`src/rtl/tdlm_div.sv`:
```
// ---------------------------------------------------------------------------
// tdlm_div
// Bit-serial divider: milliseconds to ticks, rounded up. 32 steps.
// ---------------------------------------------------------------------------
module tdlm_div (
    input  logic        i_clk,
    input  logic        i_rst_n,
    input  logic        i_start,
    input  logic [31:0] i_dividend,
    input  logic [9:0]  i_divisor,
    output logic        o_done,
    output logic [31:0] o_quot
);
    logic        r_busy;
    logic        r_done;
    logic [4:0]  r_cnt;
    logic [31:0] r_q;
    logic [9:0]  r_r;
    logic [9:0]  r_div;
    logic [10:0] trial;
    logic        fits;

    assign trial = {r_r, r_q[31]};
    assign fits  = trial >= {1'b0, r_div};

    always_ff @(posedge i_clk) begin
        if (!i_rst_n) begin
            r_busy <= 1'b0;
            r_done <= 1'b0;
            r_cnt  <= '0;
        end else begin
            r_done <= 1'b0;
            if (i_start) begin
                r_busy <= 1'b1;
                r_cnt  <= '0;
                r_q    <= i_dividend;
                r_r    <= '0;
                r_div  <= i_divisor;
            end else if (r_busy) begin
                r_r   <= fits ? 10'(trial - {1'b0, r_div}) : trial[9:0];
                r_q   <= {r_q[30:0], fits};
                r_cnt <= r_cnt + 5'd1;
                if (r_cnt == 5'd31) begin
                    r_busy <= 1'b0;
                    r_done <= 1'b1;
                end
            end
        end
    end

    assign o_done = r_done;
    assign o_quot = r_q + {31'd0, (r_r != '0)};

endmodule

```
`config.mk`:
```
export PLATFORM = sky130hd
export DESIGN_NAME = tdlm_div
export DESIGN_NICKNAME = d
export VERILOG_FILES = /design/src/rtl/tdlm_div.sv
export SDC_FILE = /design/constraint.sdc
export NUM_CORES = 1
export LEC_CHECK = 0
export BUFFER_PORTS_ARGS = -buffer_cell sky130_fd_sc_hd__clkbuf_2
export CORE_AREA = 2 2 111 113
export DETAILED_ROUTE_END_ITERATION = 10
export DIE_AREA = 0 0 113 115
export PLACE_DENSITY = 0.5
export SYNTH_ARGS = -nofsm -noshare
export SYNTH_HDL_FRONTEND = slang
export SYNTH_SLANG_ARGS = --single-unit
```
`constraint.sdc`:
```
create_clock -name i_clk -period 5.1 [get_ports i_clk]
set_input_delay 0.51 -clock i_clk [delete_from_list [all_inputs] [get_ports i_clk]]
set_output_delay 0.51 -clock i_clk [all_outputs]
set_load 0.02 [all_outputs]
```
==> out/results.ini <==
[cts]
cts_tree = yes
cts_setup_buffers = 0
ctsResizeCount = 0
clock-sinks = 59
cts_htree_levels = 3
clk_latency_ps = 330
clock-root-buffer = clkbuf_16
ctsLongestPathBuffers = 2
clk_pin_slew_worst_paths_ps = 60
cts_made_buffers = 9
cts_hold_buf = 0

[synthesis]
async_reset_ff_share_pct = 0
syn_inst = 302
syn_area_sq_um = 3580
syn_nets = 363
ys_warn_count = 0
synth.distinct_cells = 51
ys_seq_area_share_pct = 47.5
ys_ff_latch = 59
synth_ff_type = edfxtp_1
synth-edff-count = 52
avgSynthCellArea_sq_um = 11.9

[power]
switching_power_mw = 0.405
total_power_mw = 1.57
clockPowerShare_pct = 44.5
seqPwrFrac_pct = 38.3
power_density_nw_per_um2 = 351
vdd_drop_max_mv = 0.209
p_int_mw = 1.17
combPwrFrac_pct = 17.2
switching_share_pct = 25.8
leakage_nw = 1.78

[worst_setup_path]
worst-setup-path-type = reg2out
critPathLaunchType = register
crit_start = r_r[6]
endpoint_kind = output pin
crit_chain = nor4_1 -> nand3_1 -> ha_1 -> ha_1 -> nand2_1 -> nor3_4 -> nand3_1 -> xnor2_1 -> clkbuf_2
r2r-start = r_q[31]
worstPathArrival_ps = 2470
worstPathMaxFanout = 5
cp.required_ps = 4590
slowest_stage = edfxtp_1
max_stage_delay_ps = 420
crit_family = simple AND/OR/NAND/NOR gates
crit_buf_inv = 1

[cells_and_area]
utilization_pct = 37.9
multiInputGateArea_sq_um = 1810
area.growth.synth_to_final_pct = 25.1
ff_latch_area_sq_um = 1700
layout.cells.non_filler = 537
fin_area_sq_um = 4480
fin_nets = 446
fillers = 1186
drive_above_1_share_pct = 38.5
mostFrequentLayoutCell = clkbuf_2
layout_common_cells = clkbuf_2 (77), edfxtp_1 (52), mux2_2 (32), xnor2_1 (30), nand3_1 (22)
diodes = 0

[floorplanning]
num_rows = 40
fp.coreArea_sq_um = 11800
die_w_um = 113
io_pins = 78
start_util_pct = 30.3
fp.dieH_um = 115
die_area_sq_um = 13000

[grt]
grtUsageMet1_pct = 16.3
grt_pass1_vias = 2647
grt-ovfl-total = 0
top_usage_layer = met2
grt_pass1_wl_mm = 13.4
grt_start_max_net_pins = 44
antenna_found_initial = 0
grt_usage_pct = 13.1
gr-usage-met3_pct = 3.27
use_met2_pct = 22.0

[place]
io_buffers = 77
dp_slack_ps = 2490
placed_area_sq_um = 4140
routabilityCongestion = 0.804
placedCellCount = 521
dp_hpwl_mm = 6.20

[timing]
slew_violations = 0
post-route-period-util_pct = 58.4
hold_viol_final = 0
final.setup.worst_slack_ps = 2120
clock_skew_ps = 9.21
setup_tns_ps = 0
finalSetupViolations = 0
whs_ps = 357
rsz0062_at_grt = no
period_needed_ps = 2980
clock.fmax_mhz = 336
relSlewSlack_pct = 29.5
tightest_slew_ps = 1060

[route]
initialDrtViolationCount = 155
vias = 2630
avgViaCountPerCell = 4.90
wl_per_cell_um = 15.4
drc = 10
drt_wl_total_mm = 8.28
dr.pass1.iters = 7
antenna_left = 0

[min_path]
min_from = i_divisor[3]
min_path_type = in2reg

[run]
max_cap_violations = 0

[status]
status = finished, violations left
violations = design-rule violations

[metal layers]
layer / routed length, um / share of wire [%] / vias up
li1: - / - / 1307
met1: 3740 / 45 / 1218
met2: 3880 / 47 / 89
met3: 478 / 5.8 / 16
met4: 169 / 2.0 / 0
met5: 0 / 0 / -
[worst paths after layout]
kind	slack [ps]	cells past startpoint	endpoint
setup reg to reg	2710	9	r_r[8]
setup / recovery	2120	9	o_quot[30]
hold / removal	360	1	r_div[3]
hold reg to reg	510	2	r_cnt[4]
[cells by family (layout without fill, tap and decap cells)]
family	count (synthesis)	after routing	share of synthesized area (%)
and+or+nand+nor	95	95	15.6
muxes	36	36	11.2
adders and majority gates	16	16	5.80
AOI/OAI and AO/OA	40	40	8.84
DFF	59	59	47.5
xor gates and xnor gates	37	37	9.05
buffers and inverters	19	107	1.99
[synth_stat cells (2+ instances only)]
cell type   n  area [sq um]
edfxtp_1   52          1560
mux2_2     32           360
xnor2_1    30           263
nand3_1    22           110
ha_1       15           188
nand2_1    15          56.3
inv_1      13          48.8
nor2_1     13          48.8
a21oi_1     8          40.0
nand4_1     8          50.1
and3_1      7          43.8
dfxtp_1     7           140
xor2_1      7          61.3
nor3_1      6          30.0
o21ai_0     5          25.0
a211oi_1    4          30.0
mux2i_1     4          40.0
o21a_1      4          30.0
and2_1      3          18.8
and3_2      3          22.5
buf_1       3          11.3
clkbuf_1    3          11.3
a21o_1      2          15.0
and3_4      2          22.5
and4_1      2          17.5
and4_4      2          22.5
nor3_4      2          32.5
nor4_1      2          12.5
o211ai_1    2          15.0
o21ai_2     2          17.5
or2_2       2          12.5
[sequential cells by signal, indices dropped and copies added, names as in the netlist]
name,count
o_done,1
r_busy,1
r_cnt,5
r_div,10
r_q,32
r_r,10
[power groups by stage]
stage	sequential (mW)	combinational, mW	clock [mW]
3_5_place_dp	0.612	0.271	0
2_1_floorplan	0.601	0.199	0
3_3_place_gp	0.612	0.271	0
6_report	0.601	0.271	0.699
5_1_grt	0.607	0.298	0.735
4_1_cts	0.602	0.272	0.712
[area by class of cell]
cell class	count	area share, %
Sequential cell	59	38.0
Inverter	13	1.09
Clock buffer	10	5.11
Timing Repair Buffer	78	8.77
Multi-Input combinational cell	224	40.4
Tap cell	147	4.10
Clock inverter	6	2.54
Power figures use the tool's default switching activity.
