$ cat src/rtl/tdlm_pkg.sv
// ---------------------------------------------------------------------------
// tdlm_pkg
// Shared types and constants for the delta-list timer manager.
// ---------------------------------------------------------------------------
package tdlm_pkg;

    localparam int NSLOT = 32;
    localparam int SW    = $clog2(NSLOT);
    localparam int CW    = $clog2(NSLOT + 1);

    localparam logic [2:0] REQ_TICK  = 3'd0;
    localparam logic [2:0] REQ_ADD   = 3'd1;
    localparam logic [2:0] REQ_DEL   = 3'd2;
    localparam logic [2:0] REQ_START = 3'd3;
    localparam logic [2:0] REQ_STOP  = 3'd4;
    localparam logic [2:0] REQ_RESET = 3'd5;
    localparam logic [2:0] REQ_READ  = 3'd6;

    localparam int FL_STOP = 0;
    localparam int FL_EXP  = 1;
    localparam int FL_ONE  = 2;
    localparam int FL_DEL  = 3;

    typedef enum logic [1:0] {
        CELL_HOLD,
        CELL_DEC,
        CELL_INS,
        CELL_REM
    } t_cell_op;

    typedef struct packed {
        t_cell_op        op;
        logic [SW-1:0]   pos;
        logic [SW-1:0]   slot;
        logic [31:0]     delta;
    } t_cell_ctl;

    typedef enum logic [3:0] {
        ST_IDLE,
        ST_MUL_LO,
        ST_MUL_HI,
        ST_DISP,
        ST_TK_CHK,
        ST_TK_EMIT,
        ST_ADD_SRCH,
        ST_ADD_DIV,
        ST_INS,
        ST_WALK,
        ST_DEL_FIN,
        ST_START_FIN,
        ST_STOP_FIN,
        ST_RS_POST,
        ST_RS_DIV,
        ST_EMIT
    } t_state;

endpackage

$ cat src/rtl/tdlm_cell.sv
// ---------------------------------------------------------------------------
// tdlm_cell
// One position of the active list: slot number and ticks beyond the
// previous entry. Shifts with its neighbors on insert and remove.
// ---------------------------------------------------------------------------
module tdlm_cell (
    input  logic                     i_clk,
    input  logic [tdlm_pkg::SW-1:0]  i_idx,
    input  tdlm_pkg::t_cell_ctl      i_ctl,
    input  logic [tdlm_pkg::SW-1:0]  i_left_slot,
    input  logic [31:0]              i_left_delta,
    input  logic [tdlm_pkg::SW-1:0]  i_right_slot,
    input  logic [31:0]              i_right_delta,
    output logic [tdlm_pkg::SW-1:0]  o_slot,
    output logic [31:0]              o_delta
);
    import tdlm_pkg::*;

    logic [SW-1:0] r_slot;
    logic [31:0]   r_delta;
    logic          is_next;

    assign is_next = ({1'b0, i_idx} == ({1'b0, i_ctl.pos} + 1'b1));

    always_ff @(posedge i_clk) begin
        unique case (i_ctl.op)
            CELL_DEC: begin
                if (i_idx == '0) begin
                    r_delta <= r_delta - 32'd1;
                end
            end
            CELL_INS: begin
                if (i_idx == i_ctl.pos) begin
                    r_slot  <= i_ctl.slot;
                    r_delta <= i_ctl.delta;
                end else if (i_idx > i_ctl.pos) begin
                    r_slot  <= i_left_slot;
                    r_delta <= is_next ? i_left_delta - i_ctl.delta : i_left_delta;
                end
            end
            CELL_REM: begin
                if (i_idx == i_ctl.pos) begin
                    r_slot  <= i_right_slot;
                    r_delta <= i_right_delta + r_delta;
                end else if (i_idx > i_ctl.pos) begin
                    r_slot  <= i_right_slot;
                    r_delta <= i_right_delta;
                end
            end
            default: begin
            end
        endcase
    end

    assign o_slot  = r_slot;
    assign o_delta = r_delta;

endmodule

$ cat config.mk
export PLATFORM = sky130hd
export DESIGN_NAME = tdlm_cell
export DESIGN_NICKNAME = d
export VERILOG_FILES = /design/src/rtl/tdlm_pkg.sv /design/src/rtl/tdlm_cell.sv
export SDC_FILE = /design/constraint.sdc
export NUM_CORES = 1
export LEC_CHECK = 0
export BUFFER_PORTS_ARGS = -buffer_cell sky130_fd_sc_hd__buf_2
export CAP_MARGIN = 15
export CELL_PAD_IN_SITES_DETAIL_PLACEMENT = 0
export CELL_PAD_IN_SITES_GLOBAL_PLACEMENT = 1
export CORE_AREA = 2 2 133 135
export CTS_CLUSTER_DIAMETER = 80
export DETAILED_ROUTE_END_ITERATION = 12
export DIE_AREA = 0 0 135 137
export GPL_TIMING_DRIVEN = 0
export HOLD_SLACK_MARGIN = 0.15
export MAX_ROUTING_LAYER = met4
export PLACE_DENSITY_LB_ADDON = 0.25
export SKIP_CTS_REPAIR_TIMING = 1
export SKIP_LAST_GASP = 1
export SLEW_MARGIN = 20
export SYNTH_ARGS = -nofsm -noshare
export SYNTH_HDL_FRONTEND = slang
export SYNTH_SLANG_ARGS = --single-unit
$ cat constraint.sdc
create_clock -name i_clk -period 4.2 [get_ports i_clk]
set_input_delay 0.63 -clock i_clk [delete_from_list [all_inputs] [get_ports i_clk]]
set_output_delay 0.63 -clock i_clk [all_outputs]
set_load 0.02 [all_outputs]
==> flow_metrics.py <==
metrics = {
    "sta": {
        "setup-violations-final": 0,
        "maxSlewViolCount": 0,
        "hold_viol_final": 0,
        "min_period_ns": 3.59,
        "worst_pin_slew_ns": 1.09,
        "tns_ns": 0,
        "rsz0062_at_grt": "false",
        "fin_crit_sh_pct": 85.6,
        "relSlewSlack_pct": 27.5,
        "fin_skew_ns": 0.00738,
        "max_freq_mhz": 278,
        "setup_ws_ns": 0.606,
        "hold_slack_ns": 0.685,
    },
    "worst_setup_path": {
        "cp_max_fo": 10,
        "critPathBufInv": 5,
        "slowest_delay_ns": 0.60,
        "crit-reg2reg-launch": "o_delta[1]$_DFFE_PP_",
        "crit_arrival_ns": 3.60,
        "slowest_stage": "buf_1",
        "crit_top_cell": "clkbuf_1",
        "timing.critical_path.max_delay_family": "buffers and inverters",
        "worstSetupStartpointType": "primary input",
        "setup.worst_path.class": "in -> reg",
        "required_ns": 4.21,
        "path_cells": "buf_2 > inv_1 > ha_1 > nand4_1 > or2_2 > clkbuf_1 > clkbuf_1 > buf_1 > o211ai_1 > o21ai_0 > o221ai_1",
        "end_kind": "flip-flop",
        "worstSetupStartpoint": "i_ctl[39]",
    },
    "power_and_ir_drop": {
        "p_sw_share_pct": 40.9,
        "power_frac_clock_pct": 23.6,
        "power.switching_w": 0.000786,
        "p_leak_nw": 3.63,
        "p_int_w": 0.00113,
        "p_comb_share_pct": 50.6,
        "p_per_area_nw_per_um2": 237,
        "peakVddDrop_v": 0.000156,
        "p_seq_share_pct": 25.8,
        "power_w": 0.00192,
    },
    "route": {
        "postRouteAntennaNets": 0,
        "drtIter0Drc": 473,
        "vias": 7468,
        "via_per_inst": 5.80,
        "first_pass_iters": 5,
        "routed_wl_um": 24700,
        "drcViolationCount": 0,
        "routedWlPerCell_um": 19.2,
    },
    "place": {
        "place_ws_ns": 0.314,
        "place_hpwl_um": 19900,
        "gp_congestion": 0.966,
        "io_buffers": 159,
    },
    "floorplanning": {
        "die_y_um": 137,
        "row_count": 48,
        "start_util_pct": 40.1,
        "core-area_um2": 17100,
        "ios": 161,
        "dieArea_um2": 18500,
        "fp.dieW_um": 135,
    },
    "run": {
        "maxCapViolations": 0,
    },
    "cts": {
        "cts_inserted_buffers": 5,
        "ctsHtreeMaxLevel": 2,
        "clk_pin_slew_worst_paths_ns": 0.06,
        "clock_sinks": 37,
        "cts_root_buffer": "clkbuf_16",
        "cts_tree": "built",
        "cts_buffer_depth": 2,
        "clk-insertion-delay-late_ns": 0.29,
    },
    "synth": {
        "async_flop_share_pct": 0,
        "synth_edf_count": 37,
        "ys_seq_area_share_pct": 16.2,
        "syn_avg_cell_area_um2": 7.64,
        "synth_area_leaders": "edfxtp_1, ha_1, nand2_1",
        "synthDistinctLibCells": 83,
        "synth_cells": 895,
        "ys.flop_type": "edfxtp_1",
        "synth.cell_area_um2": 6840,
        "synth_top_area_cell": "edfxtp_1",
        "synth_top_area_share_pct": 16.2,
        "syn_nets": 1091,
        "yosys_warnings": 0,
        "ys_ff_latch": 37,
    },
    "global_routing": {
        "grt_max_degree": 18,
        "grt_pass1_vias": 6989,
        "gr-total-overflow": 0,
        "grt_usage_pct": 26.8,
        "grt_first_pass_wirelength_um": 37800,
        "antenna_found_initial": 0,
    },
    "finish": {
        "antenna_cells": 0,
        "final_util_pct": 47.6,
        "nets": 1258,
        "layout_commonest_cell": "buf_2",
        "drive_above_1_share_pct": 20.1,
        "final_cell_mix": "buf_2, nand2_1, a21oi_1, o21ai_0, ha_1",
        "syn2layout_area_growth_pct": 18.6,
    },
    "hold_path": {
        "min_path_type": "in -> reg",
        "holdCritStartpoint": "i_right_delta[24]",
    },
    "run_status": {
        "status": "complete, no violations",
    },
}
## logic make-up after synthesis
group,Yosys count,synth area share [%]
multiplexers,20,4.63
adder cells (fa/ha/maj),72,13.4
flip-flops,37,16.2
XOR/XNOR,77,9.86
buffers and inverters,84,4.81
AND/OR/NAND/NOR,287,20.9
AO/OA/AOI/OAI,318,30.2
## through the flow
step | area, um2 | std cells
after floorplan | 6840 | 895
after global placement | 7920 | 1279
after detailed placement | 7950 | 1280
after CTS | 8120 | 1288
after global routing | 8120 | 1288
final | 8120 | 1288
## power groups by stage
stage / sequential [W] / combinational [W] / clock (W)
finish: 0.000496 / 0.000972 / 0.000453
global route: 0.000499 / 0.00107 / 0.000465
CTS: 0.000494 / 0.000959 / 0.000454
detailed placement: 0.000502 / 0.000953 / 0
global placement: 0.000503 / 0.000945 / 0
floorplan: 0.000526 / 0.000632 / 0
## synthesized netlist by cell type, drive strengths merged (11+ instances only)
master    n
inv      49
a31oi    19
nand2   110
a211oi   12
and3     13
xnor2    46
ha       70
nor3     17
buf      11
nand3    20
a21oi    77
nor2     60
o211ai   18
a21o     30
clkbuf   24
xor2     31
o21ai    83
edfxtp   37
## worst min-delay path: stages
cell and delay (ns):
buf_2 0.11, a21oi_1 0.06, o211ai_1 0.07
## path summary, 6_finish.rpt
kind	cells past startpoint	to	slack [ns]
setup / recovery	11	o_delta[18]$_DFFE_PP_	0.61
hold / removal	3	o_delta[24]$_DFFE_PP_	0.68
setup reg to reg	10	o_delta[27]$_DFFE_PP_	0.69
hold reg to reg	1	o_delta[0]$_DFFE_PP_	0.75
## per-layer routing
layer	vias up	share of wire, %	track usage, %
met1	3465	47	37.1
li1	3698	-	-
met2	278	45	42.2
met3	27	6.7	3.41
met4	0	1.3	5.50
met5	-	0	-
## area by class of cell
cell class	count	area [um2]
plain buffers	35	145
clock buffers	5	125
clock inverters	3	41.3
fillers	1821	8940
inverters	49	184
multi-input cells	774	5400
flip-flops and latches	37	1110
well taps	225	282
repair buffers	160	823
## state kept, by name, indices dropped and copies added, names as in the netlist
name	flops
o_delta	32
o_slot	5
Note: power is estimated with default switching activity, not from simulation.
